File: config.mk
export PLATFORM = sky130hd
export DESIGN_NAME = char_lcd_number_formatter
export DESIGN_NICKNAME = d
export VERILOG_FILES = /design/src/clnf_pkg.sv /design/src/clnf_front.sv /design/src/clnf_bcd.sv /design/src/clnf_emit.sv /design/src/char_lcd_number_formatter.sv
export SDC_FILE = /design/constraint.sdc
export NUM_CORES = 1
export LEC_CHECK = 0
export CAP_MARGIN = 40
export CORE_UTILIZATION = 64
export CTS_CLUSTER_DIAMETER = 40
export CTS_CLUSTER_SIZE = 14
export DETAILED_ROUTE_END_ITERATION = 6
export DONT_BUFFER_PORTS = 1
export MAX_ROUTING_LAYER = met4
export PLACE_DENSITY = 0.8
export SLEW_MARGIN = 30
export SYNTH_ARGS = -nofsm -noshare
export SYNTH_HDL_FRONTEND = slang
export SYNTH_HIERARCHICAL = 1
export SYNTH_SLANG_ARGS = --single-unit
File: constraint.sdc
create_clock -name aclk -period 5.54 [get_ports aclk]
set_input_delay 0.831 -clock aclk [delete_from_list [all_inputs] [get_ports aclk]]
set_output_delay 0.831 -clock aclk [all_outputs]
set_load 0.02 [all_outputs]
File: src/clnf_pkg.sv
// Shared types, codes and character constants for the character display number formatter.
package clnf_pkg;

    localparam logic [2:0] MODE_CHAR = 3'd0;
    localparam logic [2:0] MODE_UDEC = 3'd1;
    localparam logic [2:0] MODE_SDEC = 3'd2;
    localparam logic [2:0] MODE_HEX  = 3'd3;
    localparam logic [2:0] MODE_BIN  = 3'd4;

    localparam logic [7:0] SET_ADDR_CMD = 8'h80;
    localparam logic [7:0] LINE2_OFFSET = 8'h40;
    localparam logic [7:0] ASCII_ZERO   = 8'h30;
    localparam logic [7:0] ASCII_A      = 8'h41;
    localparam logic [7:0] ASCII_PLUS   = 8'h2B;
    localparam logic [7:0] ASCII_MINUS  = 8'h2D;
    localparam logic [3:0] DEC_RADIX    = 4'd10;

    typedef struct packed {
        logic [2:0]  mode;
        logic [1:0]  line;
        logic [5:0]  column;
        logic [15:0] value;
        logic [4:0]  digit_count;
    } nf_in_t;

    typedef struct packed {
        logic       is_data;
        logic [7:0] bus_byte;
        logic       last;
    } nf_out_t;

    // Request as it travels down the pipe once decoded.
    typedef struct packed {
        logic [2:0] mode;
        logic [7:0] cmd;
        logic       neg;
        logic [5:0] count;
    } nf_job_t;

    function automatic logic [7:0] ascii_digit(input logic [3:0] d);
        logic [7:0] r;
        if (d < DEC_RADIX) begin
            r = ASCII_ZERO + {4'd0, d};
        end else begin
            r = ASCII_A + {4'd0, d} - {4'd0, DEC_RADIX};
        end
        return r;
    endfunction

endpackage

File: src/clnf_front.sv
// Front stage: address command, digit count clip, sign and magnitude.
module clnf_front #(
    parameter int MAX_DIGITS = 16,
    parameter int VALUE_BITS = 16
) (
    input  logic                  aclk,
    input  logic                  aresetn,
    input  logic                  s_valid,
    output logic                  s_ready,
    input  clnf_pkg::nf_in_t      s_data,
    output logic                  job_valid,
    input  logic                  job_ready,
    output clnf_pkg::nf_job_t     job,
    output logic [VALUE_BITS-1:0] mag
);
    import clnf_pkg::*;

    localparam int IW = (VALUE_BITS > 16) ? VALUE_BITS : 16;

    logic                  valid_reg;
    nf_job_t               job_reg;
    nf_job_t               job_next;
    logic [VALUE_BITS-1:0] mag_reg;
    logic [VALUE_BITS-1:0] mag_next;
    logic [IW-1:0]         vext;
    logic [VALUE_BITS-1:0] v;
    logic [7:0]            ofs;

    assign s_ready = !valid_reg || job_ready;

    always_comb begin
        vext = IW'(s_data.value);
        v    = vext[VALUE_BITS-1:0];
        ofs  = (s_data.line == 2'd1) ? 8'd0 : LINE2_OFFSET;
        job_next.mode = s_data.mode;
        // column zero wraps the address around
        job_next.cmd  = SET_ADDR_CMD | (8'(s_data.column) - 8'd1 + ofs);
        job_next.neg  = (s_data.mode == MODE_SDEC) && v[VALUE_BITS-1];
        if ({1'b0, s_data.digit_count} > 6'(MAX_DIGITS)) begin
            job_next.count = 6'(MAX_DIGITS);
        end else begin
            job_next.count = {1'b0, s_data.digit_count};
        end
        mag_next = job_next.neg ? (~v + 1'b1) : v;
    end

    always_ff @(posedge aclk) begin
        if (!aresetn) begin
            valid_reg <= 1'b0;
        end else if (s_ready) begin
            valid_reg <= s_valid;
        end
        if (s_ready && s_valid) begin
            job_reg <= job_next;
            mag_reg <= mag_next;
        end
    end

    assign job_valid = valid_reg;
    assign job       = job_reg;
    assign mag       = mag_reg;

endmodule

File: src/clnf_bcd.sv
// Pipelined binary to BCD conversion, four magnitude bits per stage.
module clnf_bcd #(
    parameter int VALUE_BITS = 16,
    parameter int BCD_DIGITS = 5
) (
    input  logic                    aclk,
    input  logic                    aresetn,
    input  logic                    in_valid,
    output logic                    in_ready,
    input  clnf_pkg::nf_job_t       in_job,
    input  logic [VALUE_BITS-1:0]   in_mag,
    output logic                    out_valid,
    input  logic                    out_ready,
    output clnf_pkg::nf_job_t       out_job,
    output logic [VALUE_BITS-1:0]   out_mag,
    output logic [4*BCD_DIGITS-1:0] out_bcd
);
    import clnf_pkg::*;

    localparam int BW  = 4 * BCD_DIGITS;
    localparam int NS  = (VALUE_BITS + 3) / 4;
    localparam int PMW = 4 * NS;

    logic                  v_reg   [NS];
    nf_job_t               job_reg [NS];
    logic [VALUE_BITS-1:0] mag_reg [NS];
    logic [BW-1:0]         bcd_reg [NS];
    logic                  rdy     [NS+1];

    function automatic logic [BW-1:0] dabble(input logic [BW-1:0] b, input logic bit_in);
        logic [BW-1:0] t;
        t = b;
        for (int j = 0; j < BCD_DIGITS; j++) begin
            if (t[4*j +: 4] >= 4'd5) begin
                t[4*j +: 4] = t[4*j +: 4] + 4'd3;
            end
        end
        return {t[BW-2:0], bit_in};
    endfunction

    assign rdy[NS]  = out_ready;
    assign in_ready = rdy[0];

    for (genvar s = 0; s < NS; s++) begin : g_stage
        logic                  sv;
        nf_job_t               sjob;
        logic [VALUE_BITS-1:0] smag;
        logic [PMW-1:0]        spad;
        logic [BW-1:0]         sbcd_in;
        logic [BW-1:0]         bcd_next;

        if (s == 0) begin : g_first
            assign sv      = in_valid;
            assign sjob    = in_job;
            assign smag    = in_mag;
            assign sbcd_in = '0;
        end else begin : g_rest
            assign sv      = v_reg[s-1];
            assign sjob    = job_reg[s-1];
            assign smag    = mag_reg[s-1];
            assign sbcd_in = bcd_reg[s-1];
        end

        assign rdy[s] = !v_reg[s] || rdy[s+1];
        // magnitude left-aligned so each stage picks its bits at fixed places
        assign spad   = PMW'({smag, (PMW - VALUE_BITS + 1)'(0)} >> 1);

        always_comb begin
            bcd_next = sbcd_in;
            for (int k = 0; k < 4; k++) begin
                if (4 * s + k < VALUE_BITS) begin
                    bcd_next = dabble(bcd_next, spad[PMW-1-4*s-k]);
                end
            end
        end

        always_ff @(posedge aclk) begin
            if (!aresetn) begin
                v_reg[s] <= 1'b0;
            end else if (rdy[s]) begin
                v_reg[s] <= sv;
            end
            if (rdy[s] && sv) begin
                job_reg[s] <= sjob;
                mag_reg[s] <= smag;
                bcd_reg[s] <= bcd_next;
            end
        end
    end

    assign out_valid = v_reg[NS-1];
    assign out_job   = job_reg[NS-1];
    assign out_mag   = mag_reg[NS-1];
    assign out_bcd   = bcd_reg[NS-1];

endmodule

File: src/clnf_emit.sv
// Byte sequencer: command byte, then a character, or an optional sign and digits, into the output register.
module clnf_emit #(
    parameter int MAX_DIGITS = 16,
    parameter int VALUE_BITS = 16,
    parameter int BCD_DIGITS = 5
) (
    input  logic                    aclk,
    input  logic                    aresetn,
    input  logic                    in_valid,
    output logic                    in_ready,
    input  clnf_pkg::nf_job_t       in_job,
    input  logic [VALUE_BITS-1:0]   in_mag,
    input  logic [4*BCD_DIGITS-1:0] in_bcd,
    output logic                    m_valid,
    input  logic                    m_ready,
    output clnf_pkg::nf_out_t       m_data
);
    import clnf_pkg::*;

    localparam int DW  = (MAX_DIGITS > 1) ? $clog2(MAX_DIGITS) : 1;
    localparam int MPW = (VALUE_BITS > 4 * MAX_DIGITS) ? VALUE_BITS : 4 * MAX_DIGITS;
    localparam int BPW = (BCD_DIGITS > MAX_DIGITS) ? 4 * BCD_DIGITS : 4 * MAX_DIGITS;

    typedef enum logic [2:0] {
        ST_IDLE,
        ST_CMD,
        ST_CHR,
        ST_SIGN,
        ST_DIG
    } emit_state_t;

    emit_state_t     state_reg, state_next;
    nf_job_t         job_reg, job_next;
    logic [7:0]      chr_reg, chr_next;
    logic [3:0]      dig_reg  [MAX_DIGITS];
    logic [3:0]      dig_next [MAX_DIGITS];
    logic [DW-1:0]   d_reg, d_next;
    logic            m_valid_reg, m_valid_next;
    nf_out_t         m_data_reg, m_data_next;
    logic [MPW-1:0]  magp;
    logic [BPW-1:0]  bcdp;
    logic            out_free;
    logic            plain_num;

    assign magp      = MPW'(in_mag);
    assign bcdp      = BPW'(in_bcd);
    assign out_free  = !m_valid_reg || m_ready;
    assign in_ready  = (state_reg == ST_IDLE);
    assign plain_num = (job_reg.mode == MODE_UDEC) || (job_reg.mode == MODE_HEX) ||
                       (job_reg.mode == MODE_BIN);

    always_comb begin
        state_next   = state_reg;
        job_next     = job_reg;
        chr_next     = chr_reg;
        d_next       = d_reg;
        m_valid_next = m_valid_reg && !m_ready;
        m_data_next  = m_data_reg;
        for (int i = 0; i < MAX_DIGITS; i++) begin
            dig_next[i] = dig_reg[i];
        end

        unique case (state_reg)
            ST_IDLE: begin
                if (in_valid) begin
                    job_next   = in_job;
                    chr_next   = magp[7:0];
                    state_next = ST_CMD;
                    for (int i = 0; i < MAX_DIGITS; i++) begin
                        case (in_job.mode)
                            MODE_HEX: dig_next[i] = magp[4*i +: 4];
                            MODE_BIN: dig_next[i] = {3'd0, magp[i]};
                            default:  dig_next[i] = bcdp[4*i +: 4];
                        endcase
                    end
                end
            end
            ST_CMD: begin
                if (out_free) begin
                    m_valid_next         = 1'b1;
                    m_data_next.is_data  = 1'b0;
                    m_data_next.bus_byte = job_reg.cmd;
                    m_data_next.last     = 1'b1;
                    state_next           = ST_IDLE;
                    d_next               = DW'(job_reg.count - 6'd1);
                    if (job_reg.mode == MODE_CHAR) begin
                        m_data_next.last = 1'b0;
                        state_next       = ST_CHR;
                    end else if (job_reg.mode == MODE_SDEC) begin
                        m_data_next.last = 1'b0;
                        state_next       = ST_SIGN;
                    end else if (plain_num && job_reg.count != 6'd0) begin
                        m_data_next.last = 1'b0;
                        state_next       = ST_DIG;
                    end
                end
            end
            ST_CHR: begin
                if (out_free) begin
                    m_valid_next         = 1'b1;
                    m_data_next.is_data  = 1'b1;
                    m_data_next.bus_byte = chr_reg;
                    m_data_next.last     = 1'b1;
                    state_next           = ST_IDLE;
                end
            end
            ST_SIGN: begin
                if (out_free) begin
                    m_valid_next         = 1'b1;
                    m_data_next.is_data  = 1'b1;
                    m_data_next.bus_byte = job_reg.neg ? ASCII_MINUS : ASCII_PLUS;
                    m_data_next.last     = (job_reg.count == 6'd0);
                    state_next           = (job_reg.count == 6'd0) ? ST_IDLE : ST_DIG;
                end
            end
            ST_DIG: begin
                if (out_free) begin
                    m_valid_next         = 1'b1;
                    m_data_next.is_data  = 1'b1;
                    m_data_next.bus_byte = ascii_digit(dig_reg[d_reg]);
                    m_data_next.last     = (d_reg == '0);
                    d_next               = d_reg - 1'b1;
                    if (d_reg == '0) begin
                        state_next = ST_IDLE;
                    end
                end
            end
            default: state_next = ST_IDLE;
        endcase
    end

    always_ff @(posedge aclk) begin
        if (!aresetn) begin
            state_reg   <= ST_IDLE;
            m_valid_reg <= 1'b0;
        end else begin
            state_reg   <= state_next;
            m_valid_reg <= m_valid_next;
        end
        job_reg    <= job_next;
        chr_reg    <= chr_next;
        d_reg      <= d_next;
        m_data_reg <= m_data_next;
        for (int i = 0; i < MAX_DIGITS; i++) begin
            dig_reg[i] <= dig_next[i];
        end
    end

    assign m_valid = m_valid_reg;
    assign m_data  = m_data_reg;

endmodule

File: src/char_lcd_number_formatter.sv
// Top level of the character display number formatter.
//
//   port group  dir  payload                                   beat moves
//   s_*         in   nf_in_t  {mode,line,column,value,digits}  one display request
//   m_*         out  nf_out_t {is_data,bus_byte,last}          one controller byte
//
// A request passes a decode stage and ceil(VALUE_BITS/4) BCD stages, then the
// byte sequencer, which loads the request, then sends its bytes one by one and
// takes no new request before its last byte is issued. The sequencer sets the rate;
// the stages ahead of it keep filling while it works. aresetn is synchronous and
// clears all valid bits and the sequencer state. A stall on m_ready holds the
// output register and backs up through every stage without loss.
module char_lcd_number_formatter #(
    parameter int MAX_DIGITS = 16,
    parameter int VALUE_BITS = 16
) (
    input  logic              aclk,
    input  logic              aresetn,
    input  logic              s_valid,
    output logic              s_ready,
    input  clnf_pkg::nf_in_t  s_data,
    output logic              m_valid,
    input  logic              m_ready,
    output clnf_pkg::nf_out_t m_data
);
    import clnf_pkg::*;

    function automatic int dec_digits(input int bits);
        longint unsigned m;
        int n;
        m = (64'd1 << bits) - 64'd1;
        n = 0;
        for (int i = 0; i < 20; i++) begin
            if (m != 0) begin
                m = m / 10;
                n = n + 1;
            end
        end
        return n;
    endfunction

    localparam int BCD_DIGITS = dec_digits(VALUE_BITS);

    logic                    f_valid, f_ready;
    nf_job_t                 f_job;
    logic [VALUE_BITS-1:0]   f_mag;
    logic                    b_valid, b_ready;
    nf_job_t                 b_job;
    logic [VALUE_BITS-1:0]   b_mag;
    logic [4*BCD_DIGITS-1:0] b_bcd;

    clnf_front #(
        .MAX_DIGITS(MAX_DIGITS),
        .VALUE_BITS(VALUE_BITS)
    ) u_front (
        .aclk      (aclk),
        .aresetn   (aresetn),
        .s_valid   (s_valid),
        .s_ready   (s_ready),
        .s_data    (s_data),
        .job_valid (f_valid),
        .job_ready (f_ready),
        .job       (f_job),
        .mag       (f_mag)
    );

    clnf_bcd #(
        .VALUE_BITS(VALUE_BITS),
        .BCD_DIGITS(BCD_DIGITS)
    ) u_bcd (
        .aclk      (aclk),
        .aresetn   (aresetn),
        .in_valid  (f_valid),
        .in_ready  (f_ready),
        .in_job    (f_job),
        .in_mag    (f_mag),
        .out_valid (b_valid),
        .out_ready (b_ready),
        .out_job   (b_job),
        .out_mag   (b_mag),
        .out_bcd   (b_bcd)
    );

    clnf_emit #(
        .MAX_DIGITS(MAX_DIGITS),
        .VALUE_BITS(VALUE_BITS),
        .BCD_DIGITS(BCD_DIGITS)
    ) u_emit (
        .aclk     (aclk),
        .aresetn  (aresetn),
        .in_valid (b_valid),
        .in_ready (b_ready),
        .in_job   (b_job),
        .in_mag   (b_mag),
        .in_bcd   (b_bcd),
        .m_valid  (m_valid),
        .m_ready  (m_ready),
        .m_data   (m_data)
    );

endmodule

# Word level (Yosys, flattened, before mapping)

Memories as Yosys holds them, arrays and structs flattened. A register that Yosys moved wholly into a read port is not among the register bits.
Index checks and enable logic that the tools add are counted.

Register bits: 78
RAM bits: 284
Bits of input ports: 36
Output and inout port bits: 12
Logic and storage cells: 364
Memories: 5

Memory list:

| memory         | words | bits a word | read ports | clocked after memory_dff | wr ports | RTL line        | RTL |
|---|---|---|---|---|---|---|---|
| u_bcd.bcd_reg  | 4     | 20          | 4          | 0                        | 4        | clnf_bcd.sv:27  | `logic [BW-1:0] bcd_reg [NS];` |
| u_bcd.job_reg  | 4     | 18          | 4          | 0                        | 4        | clnf_bcd.sv:25  | `nf_job_t job_reg [NS];` |
| u_bcd.mag_reg  | 4     | 16          | 4          | 0                        | 4        | clnf_bcd.sv:26  | `logic [VALUE_BITS-1:0] mag_reg [NS];` |
| u_emit.dig_reg | 16    | 4           | 1          | 1                        | 16       | clnf_emit.sv:35 | `logic [3:0] dig_reg [MAX_DIGITS];` |
| u_bcd.v_reg    | 4     | 1           | 4          | 0                        | 4        | clnf_bcd.sv:24  | `logic v_reg [NS];` |

Add/sub/neg operators: 74
$lt $le $gt $ge: 68
Eq/ne operators: 20
Muxes and demuxes: 138
Bitwise operators: 5
Reduce and logical (&&, ||, !) cells: 36

Operators by type and width:

| operator                | number |
|---|---|
| $ge A4 B3 Y1 const B    | 63 |
| $mux W4                 | 54 |
| $add A4 B2 Y4 const B   | 51 |
| $mux W64                | 2 |
| $mux W3                 | 26 |
| $pmux W4 S2             | 6 |
| $mux W1                 | 41 |
| $mux W10                | 4 |
| $pmux W10 S4            | 1 |
| $add A3 B2 Y3 const B   | 12 |
| $eq A3 B2 Y1 const B    | 6 |
| $add A16 B1 Y16 const B | 1 |
| $mux W16                | 1 |
| $not A16 Y16            | 1 |
| $pmux W3 S5             | 1 |
| $ne A2 B1 Y1 const B    | 5 |
| $eq A3 B3 Y1 const B    | 3 |
| $add A7 B4 Y8 const A   | 1 |
| $logic_and A1 B1 Y1     | 8 |
| $logic_or A1 B1 Y1      | 8 |
| $mux W8                 | 1 |
| $sub A4 B1 Y4 const B   | 2 |
| $sub A8 B4 Y8 const B   | 1 |
| $add A6 B4 Y7 const A   | 1 |
| other kinds (26)        | 41 |

# Logic depth before layout (Yosys ltp)

Gate-level depths: netlist (run 1).
An unclocked memory read counts as a cell.

Depth after elaboration: 10
Mapped depth: 21
Depth with buffers taken out: 21

# Cells and area by module

The synthesis (run 1) kept the hierarchy.

By module, submodules not included:

| module     | instances | cells an instance | area each (um^2) | sequential area each (um^2) |
|---|---|---|---|---|
| clnf_bcd   | 1         | 885               | 9,908.3          | 5,575.3 |
| clnf_emit  | 1         | 313               | 3,783.6          | 2,292.2 |
| clnf_front | 1         | 109               | 1,522.7          | 980.9 |

# Worst setup path after synthesis (run 1)

No wires, ideal clock.

Path type: register to register
Start point: register u_emit.state_reg[2]
End point: memory u_bcd/bcd_reg[2][0] (netlist bit), enable pin
Setup time: 0.527 ns
Arrival: 4.430 ns
Setup slack: 0.583 ns
Stages on the path, launching flop included: 6
Path buffers: 2
Period minus slack after synthesis: 4.957 ns
Path through: dfxtp_1 > buf_4 > clkbuf_1 > nor3_1 > nor2b_1 > a21boi_0

RTL lines:

| item                     | RTL line         | RTL |
|---|---|---|
| start: declaration       | clnf_emit.sv:32  | `emit_state_t state_reg, state_next;` |
| start signal: assignment | clnf_emit.sv:137 | `state_reg <= state_next;` |
| end: declaration         | clnf_bcd.sv:27   |  |

==> reports/qor.yml, run 1 <==
outcome: "complete, no violations"
top_level_ports: 48
yosysUniqueCellTypes: 94
fp-row-count: 56
stdcell_area_um2: 16670
start_util_pct: 65.01
viasPerCell: 6.061
drive_gt1_share_pct: 9.714
crit_path_end_kind: "flip-flop"
grt_pass1_vias: 9016
switchingPower_mw: 1.337
synth-seq-area-share_pct: 58.16
fin_worst_skew_ps: 30.45
dpl.hpwl_um: 17960
slew_headroom_pct: 46.43
synth_ff_type: "edfxtp_1"
yosys-top-cells-count: "288 x edfxtp_1, 97 x nand2_1, 92 x nor2_1, 89 x a21oi_1, 85 x o21ai_0"
comb_power_share_pct: 12.4
startpoint_type: "flip-flop"
setup_slack_ps: 1019
postSynthAreaPerCell_um2: 11.64
io_buffer_count: 0
drc: 0
post-route-period-util_pct: 81.61
largest_reg_flops: 72
numCtsBuffers: 36
drt_iter0_drc: 707
p_clk_share_pct: 41.1
async_flop_share_pct: 0
drv_cap: 0
critPathArrivalTime_ps: 4760
whs_ps: 404.5
drt_wl_total_um: 27100
drtAntennaViolNets: 0
synth_edf_count: 288
cts_num_sinks: 298
post_cts_resized: 0
post_drt_wl_per_cell_um: 16.44
fin_crit_ps: 4521
cp_max_fo: 12
dpl_worst_slack_ps: 1052
grt_max_degree: 58
globalRouteTotalUtil_pct: 23.07
die_w_um: 156.2
cts_tree: "yes"
cts_buffer_depth: 3
p_leak_nw: 5.762
hold_path_class: "reg -> reg"
synthCells: 1307
vias: 9989
die_area_um2: 24390
tightest_slew_ps: 797.9
netlist_area_um2: 15210
ys_seq_elements: 298
first_pass_iters: 7
ctsHoldBuffers: 0
grt_pass1_wl_um: 43400
synth_area_leaders: "edfxtp_1 57%, ha_1 3.0%, a21oi_1 2.9%, o21ai_0 2.8%, nand2_1 2.4%"
cp_data_required_time_ps: 5780
die_h_um: 156.2
synth_warnings: 6
syn_to_final_growth_pct: 9.547
maxSlewViolCount: 0
place_area_um2: 15450
rsz0062_at_grt: "no"
synth_nets: 1379
antenna_found_initial: 1
seqPwrFrac_pct: 46.5
coreArea_um2: 23400
root_buffer: "clkbuf_16"
fmax_mhz: 221.2
synth_most_common_cell: "edfxtp_1"
power_mw: 5.580
htreeDepth: 2
setup_viol: 0
cts_setup_buffers: 0
clk-insertion-delay-late_ps: 520
vdd_drop_max_mv: 0.3402
place.gp.congestion: 0.8493
fin_setup_tns_ps: 0
path_clk_slew_ps: 70
p_int_mw: 4.242
hold_violations: 0
grt_overflow: 0
powerDensity_nw_per_um2: 334.8
p_sw_share_pct: 23.97
path_class: "reg -> reg"
yosys.area.top_type_share_pct: 56.84
layout.nets: 1373
nFillCells: 1568
yosysTopAreaCell: "edfxtp_1"
through the flow:
step,std cells,utilization [%]
floorplan,1307,-
global placement,1577,65.92
global route,1648,71.22
detailed placement,1578,66.03
CTS,1643,71.09
finish,1648,71.22
layout make-up:
cell class,instances,area [um^2],area share (%)
Timing Repair Buffer,13,116.4,0.6981
Multi-Input combinational cell,895,5904,35.43
Clock buffer,47,972.2,5.833
Clock inverter,18,210.2,1.261
Sequential cell,298,8848,53.09
Antenna cell,1,2.502,0.01501
Tap cell,319,399.1,2.395
Inverter,57,214.0,1.284
cell families (layout without fill, tap and decap cells):
family / Yosys count / after routing / share of synthesized area (%)
other: 2 / 3 / 0.04936
and+or+nand+nor: 377 / 377 / 12.54
buffers and inverters: 114 / 135 / 3.215
adders and majority gates: 36 / 36 / 2.961
xor gates and xnor gates: 49 / 49 / 2.870
DFF: 298 / 298 / 58.16
muxes: 43 / 43 / 3.265
AOI/OAI and AO/OA: 388 / 388 / 16.94
worst max-delay path, cell delays in order (launching register included):
cell and delay [ps]:
edfxtp_1 510, inv_1 80, ha_1 280, nor3b_1 270, a21oi_1 230, or3_1 450
o211ai_2 220, inv_1 220, ha_1 260, a21oi_1 130, o21ai_0 90, nor3_1 180
a211oi_1 80, nor3_2 300, nand2_1 180, or2_1 270, o2111a_1 250, a211o_1 260
placed cells by master (no fill, tap or decap), types with 10 or more instances in the layout:
cell       instances
nor3_1            23
nand2b_1          29
edfxtp_1         288
and2_1            21
nor2b_1           18
a21oi_1           89
a31oi_1           20
ha_1              36
nand3_1           30
o21ai_1           19
a211oi_1          12
clkbuf_16         36
nand2_1           97
a21o_1            12
xnor2_1           41
o21ai_0           85
o21a_1            11
nor2_1            92
o22ai_1           31
dfxtp_1           10
mux2i_1           25
inv_1             55
mux2_2            14
o211ai_1          10
worst paths after layout:
kind                                      start                            end  slack [ps]  cells past startpoint
hold / removal    u_bcd/job_reg[0][3]$_DFFE_PP_  u_bcd/job_reg[1][3]$_DFFE_PP_         400                      0
hold reg to reg   u_bcd/job_reg[0][3]$_DFFE_PP_  u_bcd/job_reg[1][3]$_DFFE_PP_         400                      0
setup reg to reg  u_bcd/mag_reg[1][8]$_DFFE_PP_  u_bcd/bcd_reg[2][6]$_DFFE_PP_        1020                     17
setup / recovery  u_bcd/mag_reg[1][8]$_DFFE_PP_  u_bcd/bcd_reg[2][6]$_DFFE_PP_        1020                     17
routing by layer:
metal	part of all wire [%]	up-vias	global-route usage [%]
li1	-	4935	-
met1	44	4700	30.57
met2	48	307	36.97
met3	5.2	47	3.639
met4	2.0	0	6.769
met5	0	-	-
power groups by stage:
stage	combinational, mW	sequential (mW)	clock (mW)
2_1_floorplan	0.586	2.62	0
3_3_place_gp	0.652	2.64	0
3_5_place_dp	0.678	2.64	0
4_1_cts	0.686	2.59	2.33
5_1_grt	0.779	2.60	2.42
6_report	0.693	2.59	2.29
No activity file was read; power rests on OpenSTA's default activity.
==> run 2: changes to the inputs <==
==> constraint.sdc (replaced) <==
create_clock -name aclk -period 4.45 [get_ports aclk]
set_input_delay 0.6675 -clock aclk [delete_from_list [all_inputs] [get_ports aclk]]
set_output_delay 0.6675 -clock aclk [all_outputs]
set_load 0.02 [all_outputs]
==> run 2 against run 1 <==
The run now ends with DRC left. Critical path depth is the same. Sequential cell count did not move. Maximum frequency is 11% higher. Count of clock-buffer cells in the layout down 6. Worst setup slack worse by 650 ps. Clock power rose by 27%. Final area rose by 0.50%. Sequential share of layout area fell by 0.26 points. Critical endpoint unchanged.
==> reports/qor.yml, run 2 (synthesized netlist as in run 1, its figures left out) <==
die_area_um2: 24390  # unchanged
slew_headroom_pct: 45.05  # -1.4 points
drive_gt1_share_pct: 10.79  # +1.1 points
hold_depth: 0  # unchanged
path_common_cell: "o21ai_0"
whs_ps: 222.8  # -181.7 ps
critPathArrivalTime_ps: 4350  # -410 ps
place.gp.congestion: 0.8760  # +3.1%
antenna_found_initial: 0  # -1
top_level_ports: 48  # unchanged
root_buffer: "clkbuf_16"
fp-row-count: 56  # unchanged
mostFrequentLayoutCells: "288 x edfxtp_1, 97 x nand2_1, 92 x nor2_1"
die_w_um: 156.2  # unchanged
rsz0062_at_grt: "no"
grt_pass1_vias: 9291  # +3.1%
outcome: "finished, violations left"
globalRouteTotalUtil_pct: 24.28  # +1.2 points
grt_pass1_wl_um: 45440  # +4.7%
crit-reg2reg-launch: "u_bcd/bcd_reg[1][4]$_DFFE_PP_"
fin_worst_skew_ps: 19.50  # -10.94 ps
setup_viol: 0  # unchanged
layout.nets: 1380  # +0.51%
grt_overflow: 0  # unchanged
crit_path_end_kind: "flip-flop"
crit_family: "compound AO/OA/AOI/OAI gates"
path_clk_slew_ps: 70  # about the same
r2r_slack_ps: 360  # -650 ps
largest_reg_flops: 72  # unchanged
final_common_cell: "edfxtp_1"
cts_buffer_depth: 3  # unchanged
drc: 1  # +1
path_class: "reg -> reg"
io_buffer_count: 0  # unchanged
fmax_mhz: 244.7  # +11%
htreeDepth: 2  # unchanged
drt_wl_total_um: 28660  # +5.8%
cp_max_fo: 8  # -4
fin_setup_tns_ps: 0  # unchanged
holdPathEnd: "u_front/job[17]$_DFFE_PP_"
drv_cap: 0  # unchanged
dpl.hpwl_um: 18440  # +2.7%
fin_crit_ps: 4086  # -435.2 ps
powerDensity_nw_per_um2: 419.4  # +25%
post-route-period-util_pct: 91.82  # +10 points
first_pass_iters: 7  # unchanged
drtAntennaViolNets: 0  # unchanged
violations: "DRC"
tightest_slew_ps: 824.2  # +26.34 ps
post_drt_wl_per_cell_um: 17.33  # +5.4%
r2r-end: "u_bcd/bcd_reg[2][6]$_DFFE_PP_"
crit_buf_inv: 1  # -1
die_h_um: 156.2  # unchanged
vias: 10228  # +2.4%
maxSlewViolCount: 0  # unchanged
grt_max_degree: 55  # -5.2%
slowest_delay_ps: 480  # -30 ps
cp_slowest_cell: "edfxtp_1"
numCtsBuffers: 36  # unchanged
start_util_pct: 65.01  # unchanged
r2r_cells: 17  # unchanged
coreArea_um2: 23400  # unchanged
cts_num_sinks: 298  # unchanged
cts_tree: "yes"
crit_chain: "inv_1, ha_2, nand2b_1, a21oi_2, mux2_2, o21ai_0, a2bb2oi_1, ha_1, a21oi_1, o21ai_0, nor3_1, a211oi_1, nor3_2, nand2_1, or2_1, o2111a_1, a211o_1"
startpoint_type: "flip-flop"
clk-insertion-delay-late_ps: 530  # about the same
syn_to_final_growth_pct: 10.09
diodes: 0  # -1
drt_iter0_drc: 811  # +15%
min-delay-start: "s_data[31]"
viasPerCell: 6.184  # +2.0%
p_leak_nw: 5.793  # +0.53%
cp_data_required_time_ps: 4710  # -1070 ps
hold_path_class: "in -> reg"
hold_violations: 0  # unchanged
vdd_drop_max_mv: 0.4061  # +19%
run 2: cell count changes in the layout (fill, tap and decap cells not counted), sizes merged:
cell      delta
clkinvlp     +4
inv          +2
diode        -1
buf          +7
clkbuf       -6
run 2: timing repair:
action                     4_1_cts  5_1_grt
setup endpoints to repair        0        1
buffers inserted                 0        3
hold endpoints to repair         0        0
hold buffers                     0        0
gates resized for setup          0        3
run 2: how the worst max path moves through the flow:
stage	to	slack, ps	start	cells past startpoint
final	u_bcd/bcd_reg[2][6]$_DFFE_PP_	360	u_bcd/bcd_reg[1][4]$_DFFE_PP_	17
after global routing	u_bcd/bcd_reg[2][6]$_DFFE_PP_	0.6	u_bcd/bcd_reg[1][4]$_DFFE_PP_	17
after CTS	u_bcd/bcd_reg[2][6]$_DFFE_PP_	250	u_bcd/mag_reg[1][8]$_DFFE_PP_	17
after detailed placement	u_bcd/bcd_reg[2][6]$_DFFE_PP_	290	u_bcd/bcd_reg[1][4]$_DFFE_PP_	17
after global placement	u_bcd/bcd_reg[2][6]$_DFFE_PP_	340	u_bcd/bcd_reg[1][4]$_DFFE_PP_	17
after floorplan	u_bcd/bcd_reg[2][6]$_DFFE_PP_	520	u_bcd/mag_reg[1][8]$_DFFE_PP_	18
run 2: layout make-up:
type	instances	area [um^2]
Fill cell	1578	6653
Multi-Input combinational cell	895	5913
Sequential cell	298	8848
Tap cell	319	399.1
Timing Repair Buffer	20	180.2
Clock buffer	41	919.6
Inverter	57	214.0
Clock inverter	24	275.3
run 2: report_power, final:
group	switching (mW)	internal (mW)	leakage (nW)
Clock	1.21	1.71	0.568
Sequential	0.0520	3.18	2.74
Combinational	0.508	0.370	2.49
run 2: per-stage QoR:
| step | worst slack, ps | std cells | cell area, um^2 | utilization, % | total power [mW] |
|---|---|---|---|---|---|
| finish | 363.8 | 1654 | 16750 | 71.57 | 7.024 |
| global route | 0.5893 | 1654 | 16750 | 71.57 | 7.281 |
| CTS | 251.7 | 1648 | 16690 | 71.30 | 7.052 |
| detailed placement | 293.2 | 1583 | 15490 | 66.19 | 4.145 |
| global placement | 336.7 | 1582 | 15460 | 66.08 | 4.103 |
| floorplan | 524.2 | 1307 | 15210 | - | 3.991 |
run 2: worst register-to-register path: stages (launching register included):
cell,delay [ps]
edfxtp_1,480
inv_1,130
ha_2,260
nand2b_1,100
a21oi_2,190
mux2_2,390
o21ai_0,160
a2bb2oi_1,160
ha_1,260
a21oi_1,130
o21ai_0,90
nor3_1,190
a211oi_1,90
nor3_2,260
nand2_1,180
or2_1,270
o2111a_1,250
a211o_1,250
run 2: layer usage:
layer	track usage (%)	vias to the layer above	wire, um
li1	-	4949	-
met1	30.76	4860	12010
met2	39.63	365	14240
met3	4.611	54	1767
met4	7.703	0	643
met5	-	-	0
==> run 3: changes to the inputs <==
--- a/config.mk
+++ b/config.mk
@@ -5,7 +5,6 @@
 export SDC_FILE = /design/constraint.sdc
 export NUM_CORES = 1
 export LEC_CHECK = 0
-export CAP_MARGIN = 40
 export CORE_UTILIZATION = 64
 export CTS_CLUSTER_DIAMETER = 40
 export CTS_CLUSTER_SIZE = 14
@@ -13,6 +12,8 @@
 export DONT_BUFFER_PORTS = 1
 export MAX_ROUTING_LAYER = met4
 export PLACE_DENSITY = 0.8
+export RECOVER_POWER = 50
+export SETUP_SLACK_MARGIN = 0.3
 export SLEW_MARGIN = 30
 export SYNTH_ARGS = -nofsm -noshare
 export SYNTH_HDL_FRONTEND = slang
==> run 3 against run 2 <==
Die area stayed put. Via count is 0.31% lower. Global-route usage hardly changed. Sequential share of layout area is 0.29 points higher. Register-to-register slack worse by 20 ps. Maximum frequency is 0.59% lower. Non-clock buffer count is 4 lower. Final cell count is 0.24% lower. Critical path type unchanged. The run ends with DRC, capacitance limit, slew limit left. Critical path depth stayed put. Count of clock-buffer cells in the layout stayed put.
==> reports/qor.yml, run 3 (synthesized netlist as in run 1, its figures left out) <==
outcome: "finished, violations left"
violations: "DRC, capacitance limit, slew limit"
cp_slowest_cell: "edfxtp_1"
drt_wl_total_um: 28400  # -0.93%
power_mw: 7.024  # about the same
die_h_um: 156.2  # unchanged
top_level_ports: 48  # unchanged
coreArea_um2: 23400  # unchanged
rsz0062_at_grt: "yes"
multi_input_area_um2: 5873  # -0.68%
critPathArrivalTime_ps: 4370  # +20 ps
mostFrequentLayoutCells: "288 x edfxtp_1, 97 x nand2_1, 92 x nor2_1"
antenna_found_initial: 0  # unchanged
setup_viol: 0  # unchanged
fin_worst_skew_ps: 22.64  # +3.135 ps
ctsHoldBuffers: 0  # unchanged
numCtsBuffers: 36  # unchanged
dpl.hpwl_um: 18440  # unchanged
post-route-period-util_pct: 92.37  # +0.54 points
place.gp.congestion: 0.8760  # unchanged
maxSlewViolCount: 42  # +42
fin_crit_ps: 4110  # +24.24 ps
vias: 10196  # -0.31%
place_area_um2: 15490  # unchanged
fmax_mhz: 243.3  # -0.59%
slew_headroom_pct: -70.24  # -120 points
powerDensity_nw_per_um2: 421.6  # +0.54%
crit_chain: "clkbuf_1, ha_1, nand2b_1, a211o_1, a211o_1, o211ai_2, inv_1, ha_1, a21oi_1, o21ai_0, nor3_1, a211oi_1, nor3_2, nand2_1, or2_1, o2111a_1, a211o_1"
largest_reg_flops: 72  # unchanged
stdcell_area_um2: 16660  # -0.55%
grt_pass1_wl_um: 45450  # about the same
die_area_um2: 24390  # unchanged
fp-row-count: 56  # unchanged
cp_data_required_time_ps: 4710  # about the same
final_cells: 1650  # -0.24%
final_common_cell: "edfxtp_1"
path_common_cell: "a211o_1"
drt_iter0_drc: 748  # -7.8%
final-seq-area_um2: 8848  # unchanged
layout.nets: 1376  # -0.29%
min-delay-start: "s_data[31]"
globalRouteTotalUtil_pct: 24.29  # about the same
crit_family: "compound AO/OA/AOI/OAI gates"
startpoint_type: "flip-flop"
grt_max_degree: 55  # unchanged
start_util_pct: 65.01  # unchanged
tightest_slew_ps: 2552  # +1728 ps
crit-reg2reg-launch: "u_bcd/mag_reg[1][8]$_DFFE_PP_"
die_w_um: 156.2  # unchanged
htreeDepth: 2  # unchanged
critPathLaunch: "u_bcd/mag_reg[1][8]$_DFFE_PP_"
diodes: 0  # unchanged
hold_violations: 0  # unchanged
cts_buffer_depth: 3  # unchanged
grt_overflow: 0  # unchanged
slowest_delay_ps: 410  # -70 ps
drc: 1  # unchanged
drtAntennaViolNets: 0  # unchanged
crit_path_end_kind: "flip-flop"
finish.utilization_pct: 71.18  # -0.39 points
root_buffer: "clkbuf_16"
fin_setup_tns_ps: 0  # unchanged
syn_to_final_growth_pct: 9.490
dp.cells: 1583  # unchanged
cts_num_sinks: 298  # unchanged
cts_tree: "yes"
path_clk_slew_ps: 70  # about the same
nFillCells: 1588  # +0.63%
drive_gt1_share_pct: 9.992  # -0.79 points
io_buffer_count: 0  # unchanged
p_leak_nw: 5.738  # -0.95%
hold_path_class: "in -> reg"
viasPerCell: 6.179  # about the same
cp_max_fo: 8  # unchanged
clk-insertion-delay-late_ps: 530  # about the same
vdd_drop_max_mv: 0.4061  # about the same
first_pass_iters: 7  # unchanged
crit_buf_inv: 2  # +1
grt_pass1_vias: 9294  # +0.032%
drv_cap: 1  # +1
post_drt_wl_per_cell_um: 17.21  # -0.69%
path_class: "reg -> reg"
run 3: cell count changes in the layout (fill, tap and decap cells not counted), moves of 2 or more:
cell | previous run | this run
clkbuf_1 | 5 | 8
and2_1 | 21 | 11
and2_0 | 0 | 11
nor2b_1 | 17 | 15
o31ai_4 | 2 | 0
nor2b_2 | 1 | 3
buf_4 | 17 | 12
o31ai_1 | 7 | 9
run 3: routing by layer:
| metal | GRT usage (%) | vias up | wire [um] |
|---|---|---|---|
| met4 | 7.703 | 0 | 634 |
| met3 | 4.611 | 53 | 1833 |
| met2 | 39.65 | 371 | 13970 |
| li1 | - | 4941 | - |
| met5 | - | - | 0 |
| met1 | 30.76 | 4831 | 11960 |
run 3: final timing paths:
kind	to	slack [ps]	cells after the start
setup reg to reg	u_bcd/bcd_reg[2][6]$_DFFE_PP_	340	17
hold / removal	u_front/job[17]$_DFFE_PP_	220	0
hold reg to reg	u_bcd/job_reg[2][9]$_DFFE_PP_	410	0
setup / recovery	u_bcd/bcd_reg[2][6]$_DFFE_PP_	340	17
run 3: cell type report:
cell class | count | share of cell area, %
flip-flops and latches | 298 | 53.12
multi-input cells | 895 | 35.26
clock buffers | 41 | 5.520
well taps | 319 | 2.396
clock inverters | 24 | 1.652
inverters | 57 | 1.284
repair buffers | 16 | 0.7736
run 3: stage by stage:
stage,hold WS [ps],setup slack [ps]
2_1_floorplan,400.3,524.2
3_3_place_gp,401.0,336.7
3_5_place_dp,404.5,293.2
4_1_cts,205.2,317.5
5_1_grt,199.7,53.25
6_report,221.6,339.6
run 3: power breakdown:
part / internal, mW / switching (mW)
registers: 3.18 / 0.0517
clock network: 1.71 / 1.20
logic: 0.373 / 0.511
total: 5.26 / 1.76
run 3: worst reg2reg max path: stages (launching register included):
cell and delay, ps:
edfxtp_1 410, clkbuf_1 220, ha_1 270, nand2b_1 190, a211o_1 350, a211o_1 310, o211ai_2 100, inv_1 90
ha_1 210, a21oi_1 130, o21ai_0 90, nor3_1 190, a211oi_1 90, nor3_2 270, nand2_1 170, or2_1 260
o2111a_1 250, a211o_1 250
run 3: what timing repair did:
| action | 4_1_cts | 5_1_grt |
|---|---|---|
| endpoints found under the setup margin | 1 | 10 |
| pin swaps | 1 | 1 |
| resized for setup | 0 | 8 |
| buffers inserted | 1 | 1 |
